[config.mk]
export PLATFORM = sky130hd
export DESIGN_NAME = tson_precharge_interlock_flat
export DESIGN_NICKNAME = d
export VERILOG_FILES = /design/src/rtl/tpi_pkg.sv /design/src/rtl/tpi_in_if.sv /design/src/rtl/tpi_out_if.sv /design/src/rtl/tson_precharge_interlock.sv /design/src/flat_wrapper.sv
export SDC_FILE = /design/constraint.sdc
export NUM_CORES = 1
export LEC_CHECK = 0
export BUFFER_PORTS_ARGS = -buffer_cell sky130_fd_sc_hd__buf_2
export CAP_MARGIN = 40
export CELL_PAD_IN_SITES_DETAIL_PLACEMENT = 1
export CELL_PAD_IN_SITES_GLOBAL_PLACEMENT = 1
export CORE_ASPECT_RATIO = 1.1
export CORE_MARGIN = 2
export CORE_UTILIZATION = 41
export CTS_CLUSTER_SIZE = 24
export DETAILED_ROUTE_END_ITERATION = 10
export HOLD_SLACK_MARGIN = 0.05
export PLACE_DENSITY_LB_ADDON = 0.1
export SKIP_CTS_REPAIR_TIMING = 1
export SYNTH_ARGS = -nofsm -noshare
export SYNTH_HDL_FRONTEND = slang
export SYNTH_SLANG_ARGS = --single-unit
[constraint.sdc]
create_clock -name clk -period 8.8 [get_ports clk]
set_input_delay 1.76 -clock clk [delete_from_list [all_inputs] [get_ports clk]]
set_output_delay 1.76 -clock clk [all_outputs]
set_load 0.01 [all_outputs]
[src/rtl/tpi_pkg.sv]
// ----------------------------------------------------------------------------
// tpi_pkg: shared types for the precharge interlock
// Beat layouts of the tick and result channels, the failure cause codes and
// the configuration register map.
// ----------------------------------------------------------------------------
package tpi_pkg;

  // One timebase tick with the sampled interlock pins.
  typedef struct packed {
    logic shutdown_power_ok;
    logic tson_fault;
    logic hv_present;
    logic arm_button;
    logic pchg_done;
    logic pack_safe;
  } tpi_in_t;

  // Failure cause detected on a tick.
  typedef enum logic [1:0] {
    CAUSE_NONE       = 2'd0,
    CAUSE_DONE_STUCK = 2'd1,
    CAUSE_TIMEOUT    = 2'd2
  } fail_cause_t;

  // Levels and events reported for one tick.
  typedef struct packed {
    logic        armed_out;
    logic        precharge_fail_out;
    logic        ev_disarmed;
    logic        ev_armed;
    logic        ev_press_ignored;
    logic        ev_precharge_started;
    logic        ev_precharge_ok;
    fail_cause_t fail_cause;
  } tpi_out_t;

  // Register map: index is the byte address divided by four.
  localparam int unsigned CFG_ADDR_W  = 3;
  localparam int unsigned CFG_DATA_W  = 32;
  localparam int unsigned TIMEOUT_W   = 16;
  localparam logic        REG_TIMEOUT = 1'b0;
  localparam logic [TIMEOUT_W-1:0] TIMEOUT_RESET = 16'd5000;

endpackage

[src/rtl/tpi_in_if.sv]
// ----------------------------------------------------------------------------
// tpi_in_if: tick channel
// Valid/ready channel carrying one sampled tick per beat.
// ----------------------------------------------------------------------------
interface tpi_in_if;
  import tpi_pkg::*;

  logic    valid;
  logic    ready;
  tpi_in_t data;

  modport source (output valid, output data, input ready);
  modport sink   (input valid, input data, output ready);
endinterface

[src/rtl/tpi_out_if.sv]
// ----------------------------------------------------------------------------
// tpi_out_if: result channel
// Valid/ready channel carrying one tick result per beat.
// ----------------------------------------------------------------------------
interface tpi_out_if;
  import tpi_pkg::*;

  logic     valid;
  logic     ready;
  tpi_out_t data;

  modport source (output valid, output data, input ready);
  modport sink   (input valid, input data, output ready);
endinterface

[src/rtl/tson_precharge_interlock.sv]
// ----------------------------------------------------------------------------
// tson_precharge_interlock: tractive-system-on latch with precharge watchdog
// Arms on a qualified button edge, drops on lost shutdown power or a fault,
// and latches a hard failure when precharge-done is stuck or late.
// ----------------------------------------------------------------------------
// Usage:
// Each beat on in_beat is one timebase tick carrying the sampled interlock
// pins and the pack-safe verdict. Each tick produces exactly one beat on
// out_beat with the armed and failure levels plus the events of that tick.
// The precharge timeout (in ticks) is set through the APB port at byte
// address 0; program it only while no tick is in flight.
// A tick first lands in the input register, then the interlock update writes
// the state and the result register together. Throughput is one tick per
// cycle while out_beat is not stalled; the only loop is the state update
// (latch, counter and compare).
// When the receiver stalls, the result register holds its beat and the input
// register holds one more tick; in_beat.ready then falls until out_beat
// drains. Reset clears the latch, timer and failure latch, treats the button
// as held (a press held through reset gives no edge) and loads the timeout
// with 5000 ticks. The failure latch clears only at reset.
// ----------------------------------------------------------------------------
module tson_precharge_interlock #(
  parameter int unsigned TIMER_BITS = 16
) (
  input  logic                            clk,
  input  logic                            rst_n,
  tpi_in_if.sink                          in_beat,
  tpi_out_if.source                       out_beat,
  input  logic                            psel,
  input  logic                            penable,
  input  logic                            pwrite,
  input  logic [tpi_pkg::CFG_ADDR_W-1:0]  paddr,
  input  logic [tpi_pkg::CFG_DATA_W-1:0]  pwdata,
  output logic [tpi_pkg::CFG_DATA_W-1:0]  prdata,
  output logic                            pready
);
  import tpi_pkg::*;

  // The elapsed counter and the timeout are compared at the wider width.
  localparam int unsigned CMP_W = (TIMER_BITS > TIMEOUT_W) ? TIMER_BITS : TIMEOUT_W;
  localparam logic [TIMER_BITS-1:0] TIMER_MAX = {TIMER_BITS{1'b1}};

  // Configuration register.
  logic [TIMEOUT_W-1:0] timeout_r;
  logic                 cfg_wr;

  // Input register.
  logic    in_valid_r;
  tpi_in_t in_data_r;

  // Result register.
  logic     out_valid_r;
  tpi_out_t out_data_r;
  tpi_out_t out_data_nxt;

  // Interlock state.
  logic                  armed_r, armed_nxt;
  logic                  button_prev_r;
  logic                  timer_running_r, timer_running_nxt;
  logic                  fail_latched_r, fail_latched_nxt;
  logic [TIMER_BITS-1:0] elapsed_r, elapsed_nxt;

  // Handshake.
  logic out_load;
  logic step;

  // --------------------------------------------------------------------------
  // APB register port. Writes complete without wait states; reads are zero
  // outside the register list.
  // --------------------------------------------------------------------------
  assign pready = 1'b1;
  assign cfg_wr = psel && penable && pwrite && pready && (paddr[2] == REG_TIMEOUT);
  assign prdata = (paddr[2] == REG_TIMEOUT) ? CFG_DATA_W'(timeout_r) : '0;

  always_ff @(posedge clk) begin
    if (!rst_n) begin
      timeout_r <= TIMEOUT_RESET;
    end else if (cfg_wr) begin
      timeout_r <= pwdata[TIMEOUT_W-1:0];
    end
  end

  // --------------------------------------------------------------------------
  // Flow control. The result register loads when it is empty or being
  // drained; the input register advances whenever the result register loads.
  // --------------------------------------------------------------------------
  assign out_load      = !out_valid_r || out_beat.ready;
  assign step          = in_valid_r && out_load;
  assign in_beat.ready = !in_valid_r || out_load;

  always_ff @(posedge clk) begin
    if (!rst_n) begin
      in_valid_r <= 1'b0;
    end else if (in_beat.ready) begin
      in_valid_r <= in_beat.valid;
    end
  end

  always_ff @(posedge clk) begin
    if (in_beat.valid && in_beat.ready) begin
      in_data_r <= in_beat.data;
    end
  end

  // --------------------------------------------------------------------------
  // Interlock update for one tick, in the order the firmware applies it:
  // count, drop, button edge, arming action, disarm stop, done/timeout check.
  // --------------------------------------------------------------------------
  always_comb begin
    logic                  elapsed_inc;
    logic                  drop;
    logic                  armed_a;
    logic                  rising;
    logic                  arm_ok;
    logic                  arm_ev;
    logic                  cause_stuck;
    logic                  start;
    logic                  run_b;
    logic                  fail_b;
    logic                  timed_out;
    logic [TIMER_BITS-1:0] elapsed_b;

    elapsed_inc = (elapsed_r != TIMER_MAX);

    drop    = armed_r && (!in_data_r.shutdown_power_ok || in_data_r.tson_fault);
    armed_a = armed_r && !drop;

    rising = in_data_r.arm_button && !button_prev_r;
    arm_ok = in_data_r.pack_safe && !in_data_r.hv_present &&
             in_data_r.shutdown_power_ok && !in_data_r.tson_fault;
    arm_ev = !armed_a && rising && arm_ok;

    armed_nxt = armed_a || arm_ev;

    // A new arming either sees done already high or starts the timer.
    cause_stuck = arm_ev && in_data_r.pchg_done;
    start       = arm_ev && !in_data_r.pchg_done;
    fail_b      = fail_latched_r || cause_stuck;
    run_b       = start || (armed_nxt && timer_running_r);
    elapsed_b   = start ? '0 : (elapsed_inc ? elapsed_r + 1'b1 : elapsed_r);

    timed_out = (CMP_W'(elapsed_b) >= CMP_W'(timeout_r));

    timer_running_nxt = run_b;
    fail_latched_nxt  = fail_b;
    elapsed_nxt       = elapsed_b;

    out_data_nxt                      = '0;
    out_data_nxt.ev_disarmed          = drop;
    out_data_nxt.ev_armed             = arm_ev;
    out_data_nxt.ev_press_ignored     = !armed_a && rising && !arm_ok;
    out_data_nxt.ev_precharge_started = start;
    out_data_nxt.fail_cause           = cause_stuck ? CAUSE_DONE_STUCK : CAUSE_NONE;

    if (run_b && !fail_b) begin
      if (in_data_r.pchg_done) begin
        timer_running_nxt            = 1'b0;
        out_data_nxt.ev_precharge_ok = 1'b1;
      end else if (timed_out) begin
        fail_latched_nxt        = 1'b1;
        out_data_nxt.fail_cause = CAUSE_TIMEOUT;
      end
    end

    out_data_nxt.armed_out          = armed_nxt;
    out_data_nxt.precharge_fail_out = fail_latched_nxt;
  end

  always_ff @(posedge clk) begin
    if (!rst_n) begin
      armed_r         <= 1'b0;
      button_prev_r   <= 1'b1;
      timer_running_r <= 1'b0;
      fail_latched_r  <= 1'b0;
      elapsed_r       <= '0;
    end else if (step) begin
      armed_r         <= armed_nxt;
      button_prev_r   <= in_data_r.arm_button;
      timer_running_r <= timer_running_nxt;
      fail_latched_r  <= fail_latched_nxt;
      elapsed_r       <= elapsed_nxt;
    end
  end

  // --------------------------------------------------------------------------
  // Result register.
  // --------------------------------------------------------------------------
  always_ff @(posedge clk) begin
    if (!rst_n) begin
      out_valid_r <= 1'b0;
    end else if (out_load) begin
      out_valid_r <= in_valid_r;
    end
  end

  always_ff @(posedge clk) begin
    if (step) begin
      out_data_r <= out_data_nxt;
    end
  end

  assign out_beat.valid = out_valid_r;
  assign out_beat.data  = out_data_r;

  // --------------------------------------------------------------------------
  // Assertions.
  // --------------------------------------------------------------------------
  a_fail_sticky: assert property (@(posedge clk) disable iff (!rst_n)
    fail_latched_r |=> fail_latched_r)
    else $error("failure latch cleared without reset");

  a_timer_needs_armed: assert property (@(posedge clk) disable iff (!rst_n)
    timer_running_r |-> armed_r)
    else $error("precharge timer running while disarmed");

  a_armed_reported: assert property (@(posedge clk) disable iff (!rst_n)
    out_valid_r && out_data_r.ev_armed |-> out_data_r.armed_out)
    else $error("arming event without armed level");

  a_start_from_arm: assert property (@(posedge clk) disable iff (!rst_n)
    out_valid_r && out_data_r.ev_precharge_started |-> out_data_r.ev_armed)
    else $error("precharge started without arming");

  a_cause_latched: assert property (@(posedge clk) disable iff (!rst_n)
    out_valid_r && (out_data_r.fail_cause != CAUSE_NONE) |->
      out_data_r.precharge_fail_out)
    else $error("failure cause reported without failure latch");

endmodule
[src/flat_wrapper.sv]
// flat-port wrapper written by rule: the top's interface ports become plain ports
module tson_precharge_interlock_flat import tpi_pkg::*;
#(
  parameter int unsigned TIMER_BITS = 16
)
  (clk, rst_n, psel, penable, pwrite, paddr, pwdata, prdata, pready, in_beat_valid, in_beat_data, in_beat_ready, out_beat_valid, out_beat_data, out_beat_ready);
  tpi_in_if in_beat_i ();
  tpi_out_if out_beat_i ();
  input  logic clk;
  input  logic rst_n;
  input  logic psel;
  input  logic penable;
  input  logic pwrite;
  input  logic [tpi_pkg::CFG_ADDR_W-1:0] paddr;
  input  logic [tpi_pkg::CFG_DATA_W-1:0] pwdata;
  output logic [tpi_pkg::CFG_DATA_W-1:0] prdata;
  output logic pready;
  input wire logic [$bits(in_beat_i.valid)-1:0] in_beat_valid;
  input wire logic [$bits(in_beat_i.data)-1:0] in_beat_data;
  output wire logic [$bits(in_beat_i.ready)-1:0] in_beat_ready;
  output wire logic [$bits(out_beat_i.valid)-1:0] out_beat_valid;
  output wire logic [$bits(out_beat_i.data)-1:0] out_beat_data;
  input wire logic [$bits(out_beat_i.ready)-1:0] out_beat_ready;
  assign in_beat_i.valid = in_beat_valid;
  assign in_beat_i.data = in_beat_data;
  assign in_beat_ready = in_beat_i.ready;
  assign out_beat_valid = out_beat_i.valid;
  assign out_beat_data = out_beat_i.data;
  assign out_beat_i.ready = out_beat_ready;
  tson_precharge_interlock #(.TIMER_BITS(TIMER_BITS)) u_core (.clk(clk), .rst_n(rst_n), .in_beat(in_beat_i), .out_beat(out_beat_i), .psel(psel), .penable(penable), .pwrite(pwrite), .paddr(paddr), .pwdata(pwdata), .prdata(prdata), .pready(pready));
endmodule
# ---- After elaboration in Yosys (flattened, before gate mapping)
# Cells that the tools add are included.
dict set report classes {
  n_mux 13
  order_cmp 1
  bitwise 1
  n_eq_ne 1
  n_reduce_logical 35
  add_sub_neg 1
}
# cell count
set op_table {}
lappend op_table {{$mux 16} 3}
lappend op_table {{$logic_and 1x1->1} 18}
lappend op_table {{$add 16x1->16 const B} 1}
lappend op_table {{$ge 16x16->1} 1}
lappend op_table {{$ne 16x16->1 const B} 1}
lappend op_table {{$logic_not 1->1} 11}
lappend op_table {{$mux 1} 7}
lappend op_table {{$logic_or 1x1->1} 6}
lappend op_table {{$mux 2} 3}
lappend op_table {{$not 1->1} 1}
dict set report word_totals {
  ff_bits 53
  wordCells 74
  output_inout_bits 44
}

# ---- Longest topological paths before layout
dict set report logic_depth {
  depth_word 14
  depth_mapped 11
  ltp_nobuf 10
}

# ---- Least setup slack after synthesis
# Ideal clock, no wire load.
dict set report synth_timing {
  kind {in2out}
  start {input port paddr[2] (netlist name)}
  end {output port prdata[10] (netlist name)}
  arrival_time_ns 2.384
  slack_ns 4.656
  path_stages 3
  required_ns 7.040
  path_cell_list {clkbuf_1 -> clkbuf_1 -> nor2_1}
}
dict set report synth_between {
  elab_chain_len 1
}
# element line
set synth_rtl {}
lappend synth_rtl {{start: declaration} flat_wrapper.sv:14} ;# input logic [tpi_pkg::CFG_ADDR_W-1:0] paddr;
lappend synth_rtl {{$mux 16} tson_precharge_interlock.sv:73} ;# assign prdata = (paddr[2] == REG_TIMEOUT) ? CFG_DATA_W'(timeout_r) : '0;
lappend synth_rtl {{end: declaration} flat_wrapper.sv:16} ;# output logic [tpi_pkg::CFG_DATA_W-1:0] prdata;
# No other way between the ends.

# ---- Final worst setup path
dict set report layout_timing {
  start {input port out_beat_ready}
  end {output port in_beat_ready}
}
dict set report layout_between {
  elab_chain_len 2
}
# element line
set layout_rtl {}
lappend layout_rtl {{start: declaration} flat_wrapper.sv:23} ;# input wire logic [$bits(out_beat_i.ready)-1:0] out_beat_ready;
lappend layout_rtl {{$logic_or 1x1->1} tson_precharge_interlock.sv:87} ;# assign out_load = !out_valid_r || out_beat.ready;
lappend layout_rtl {{$logic_or 1x1->1} tson_precharge_interlock.sv:89} ;# assign in_beat.ready = !in_valid_r || out_load;
lappend layout_rtl {{end: declaration} flat_wrapper.sv:20} ;# output wire logic [$bits(in_beat_i.ready)-1:0] in_beat_ready;
# No other way between the ends.

==> out/summary.txt <==
Worst Hold Class - reg -> reg
largest family of logic cells by synthesized area - simple AND/OR/NAND/NOR gates
Synth Area in XOR/XNOR - 0.00798
Ys Warns - 0
H-tree depth - 2
Avg WL per Cell - 16.3 um
CP Max Fanout - 3
CTS tree - built
worst path cell trace - buf_2, nor2b_1, nand2_1, buf_2
Slew @ Worst Pin - 0.880 ns
num ports - 92
met1 WL - 4.31 mm
R2R cell count - 9
Register Area - 0.00121 mm2
Root Buffer - clkbuf_8
I/O Buffers - 56
Area Overhead vs Synth - 10.4%
Setup WS pre-CTS - 4.43 ns
largest cells by area after synthesis - dfxtp_1 (23%), edfxtp_1 (14%), ha_1 (6.5%)
synth unique cells - 63
clk_lat worst skew - 0.31 ns
Placed Instances - 539
initial antenna violation count - 0
Rel. slew slack - 0.406
commonest cells after routing, fill and taps aside - buf_2 (56), nand2_1 (55), dfxtp_1 (38)
DR iter-0 viols - 144
metal3 WL - 333 um
fin nets - 504
simple-gate share of the synthesized area - 0.262
highest clock rate - 246 MHz
Top FF cell, synth - dfxtp_1
global-route wire length before repair - 14.8 mm
Pre-Repair DR Iteration Count - 5
worst clock skew - 0.00478 ns
CP Capture Point - in_beat_ready
final wirelength - 8.94 mm
Max clock buf depth - 2
Initial Utilization - 0.418
number of remaining DRC errors - 0
Setup Viol. Count Final - 0
peak supply drop - 0.0000646 V
Core Region - 0.00787 mm2
area share of the largest cell type after synthesis - 0.231
n_diodes - 0
layout cell share with drive strength beyond 1 - 0.182
hpwl dp - 6.57 mm
# clock sinks - 53
final instance count without filler cells - 548
Synth Instances - 401
commonest non-fill, non-tap cell in the layout - buf_2
gpl congestion - 0.888
CTS Buf Count - 5
Fill cells - 993
Critical Path End Type - primary output
Hold Vio Cnt, Final - 0
final setup margin - 4.74 ns
vias after detailed routing - 2,998
cell mode on critical path - buf_2
Die Height - 98.0 um
sequential area share after synthesis - 0.368
Critical Path Start - out_beat_ready
r2r setup slk - 4.94 ns
Setup TNS Final - 0 ns
vias in the first global route - 2,969
Total GRT Usage - 0.213
Post-synth EDFFs - 15
Design Area, Final - 0.00363 mm2
max-cap violation count - 0
Synth Area in Adders - 0.0646
mapped cell area - 0.00329 mm2
Slew Limit Fails - 0
CP max-delay cell - nor2b_1
Antenna Violating Nets Remaining - 0
multi-input gate area in the final layout - 0.00181 mm2
gr ovfl total - 0
WL met2 - 4.22 mm
mux cell area share after synthesis - 0
Cell Pwr Density - 125 mW/mm2
dominant cell type by area after synthesis - dfxtp_1
worst path required time - 7.04 ns
die area - 0.00876 mm2
Synth Area in Compound Gates - 0.197
unrepaired setup endpoints after global routing - no
worst reg2reg startpoint - u_core.in_data_r[4]
Placed Instance Area - 0.00353 mm2
ys async rst share - 0
pin count of the biggest net entering global routing - 31
CP Data Arrival Time - 2.30 ns
Top Layer Used - met4
site row count - 34
Die Wd - 89.4 um
Mean Syn Cell Area - 8.21 um2
Worst path max stage delay - 0.19 ns
flip-flop and latch count after synthesis - 53
Tmin final - 4.06 ns
CP startpoint kind - input port
Tcrit/Tclk final - 0.461
CP Class - in -> out
status - completed
reg2reg end - u_core.out_beat.data[7]
clock-pin slew on the worst setup and hold paths - 0.11 ns
Vias per Instance - 5.47
P_leak - 1.45 nW
## synth_stat cells (all sizes together) (5+ instances only)
master and count:
or4 7, nor3 10, a21oi 35, o211ai 9, o21ai 14, inv 24, dfxtp 38, clkbuf 16
nand2 55, nor2 29, nand3 17, ha 17, buf 25, edfxtp 15, nand4 11, o221ai 5
or3 6
## area by class of cell
| type | count | share of cell area |
|---|---|---|
| well taps | 108 | 0.0372 |
| repair buffers | 57 | 0.0785 |
| inverters | 25 | 0.0258 |
| multi-input cells | 297 | 0.499 |
| clock buffers | 5 | 0.0189 |
| clock inverters | 3 | 0.00689 |
| flip-flops and latches | 53 | 0.333 |
## critical path, delay by kind of cell
| kind | cells | cell delay, ns |
|---|---|---|
| simple gates | 2 | 0.28 |
| buf+inv | 2 | 0.26 |
## worst min path at each step
stage,slack [ns],from,cells after the start,to
3_3_place_gp,0.44,u_core.timeout_r[10],2,u_core.timeout_r[10]
4_1_cts,0.46,u_core.timeout_r[10],2,u_core.timeout_r[10]
2_1_floorplan,0.44,u_core.timeout_r[10],2,u_core.timeout_r[10]
3_5_place_dp,0.45,u_core.timeout_r[10],2,u_core.timeout_r[10]
6_report,0.46,u_core.timeout_r[10],2,u_core.timeout_r[10]
5_1_grt,0.49,u_core.timeout_r[1],2,u_core.timeout_r[1]
## where the power goes
group | internal (mW) | switching [mW]
Sequential | 0.257 | 0.00432
Clock | 0.0578 | 0.0920
Combinational | 0.0149 | 0.0282
Total | 0.330 | 0.125
## metrics by stage
stage               utilization  hold slack, ns  power [mW]
CTS                       0.461           0.463       0.459
detailed placement        0.449           0.447       0.310
global placement          0.449           0.443       0.309
global route              0.462           0.487       0.476
finish                    0.462           0.461       0.454
floorplan                     -           0.436       0.298
## per-layer routing
layer | GRT usage | vias up
met4 | 0.0482 | 0
met1 | 0.308 | 1430
met5 | 0 | -
met2 | 0.336 | 66
li1 | - | 1497
met3 | 0.0304 | 5
## state kept, by name, indices dropped and copies added, names as in the netlist
register                cells
u_core.elapsed_r           16
u_core.timeout_r           16
u_core.out_beat.data        9
u_core.in_data_r            6
u_core.armed_r              1
u_core.button_prev_r        1
u_core.fail_latched_r       1
u_core.in_valid_r           1
u_core.out_beat.valid       1
u_core.timer_running_r      1
## kinds of logic after synthesis
| kind of cell | Yosys count |
|---|---|
| xor gates and xnor gates | 3 |
| AOI/OAI and AO/OA | 96 |
| DFF | 53 |
| other | 2 |
| buffers and inverters | 66 |
| adders and majority gates | 17 |
| and+or+nand+nor | 164 |
(Power assumes the default switching activity.)
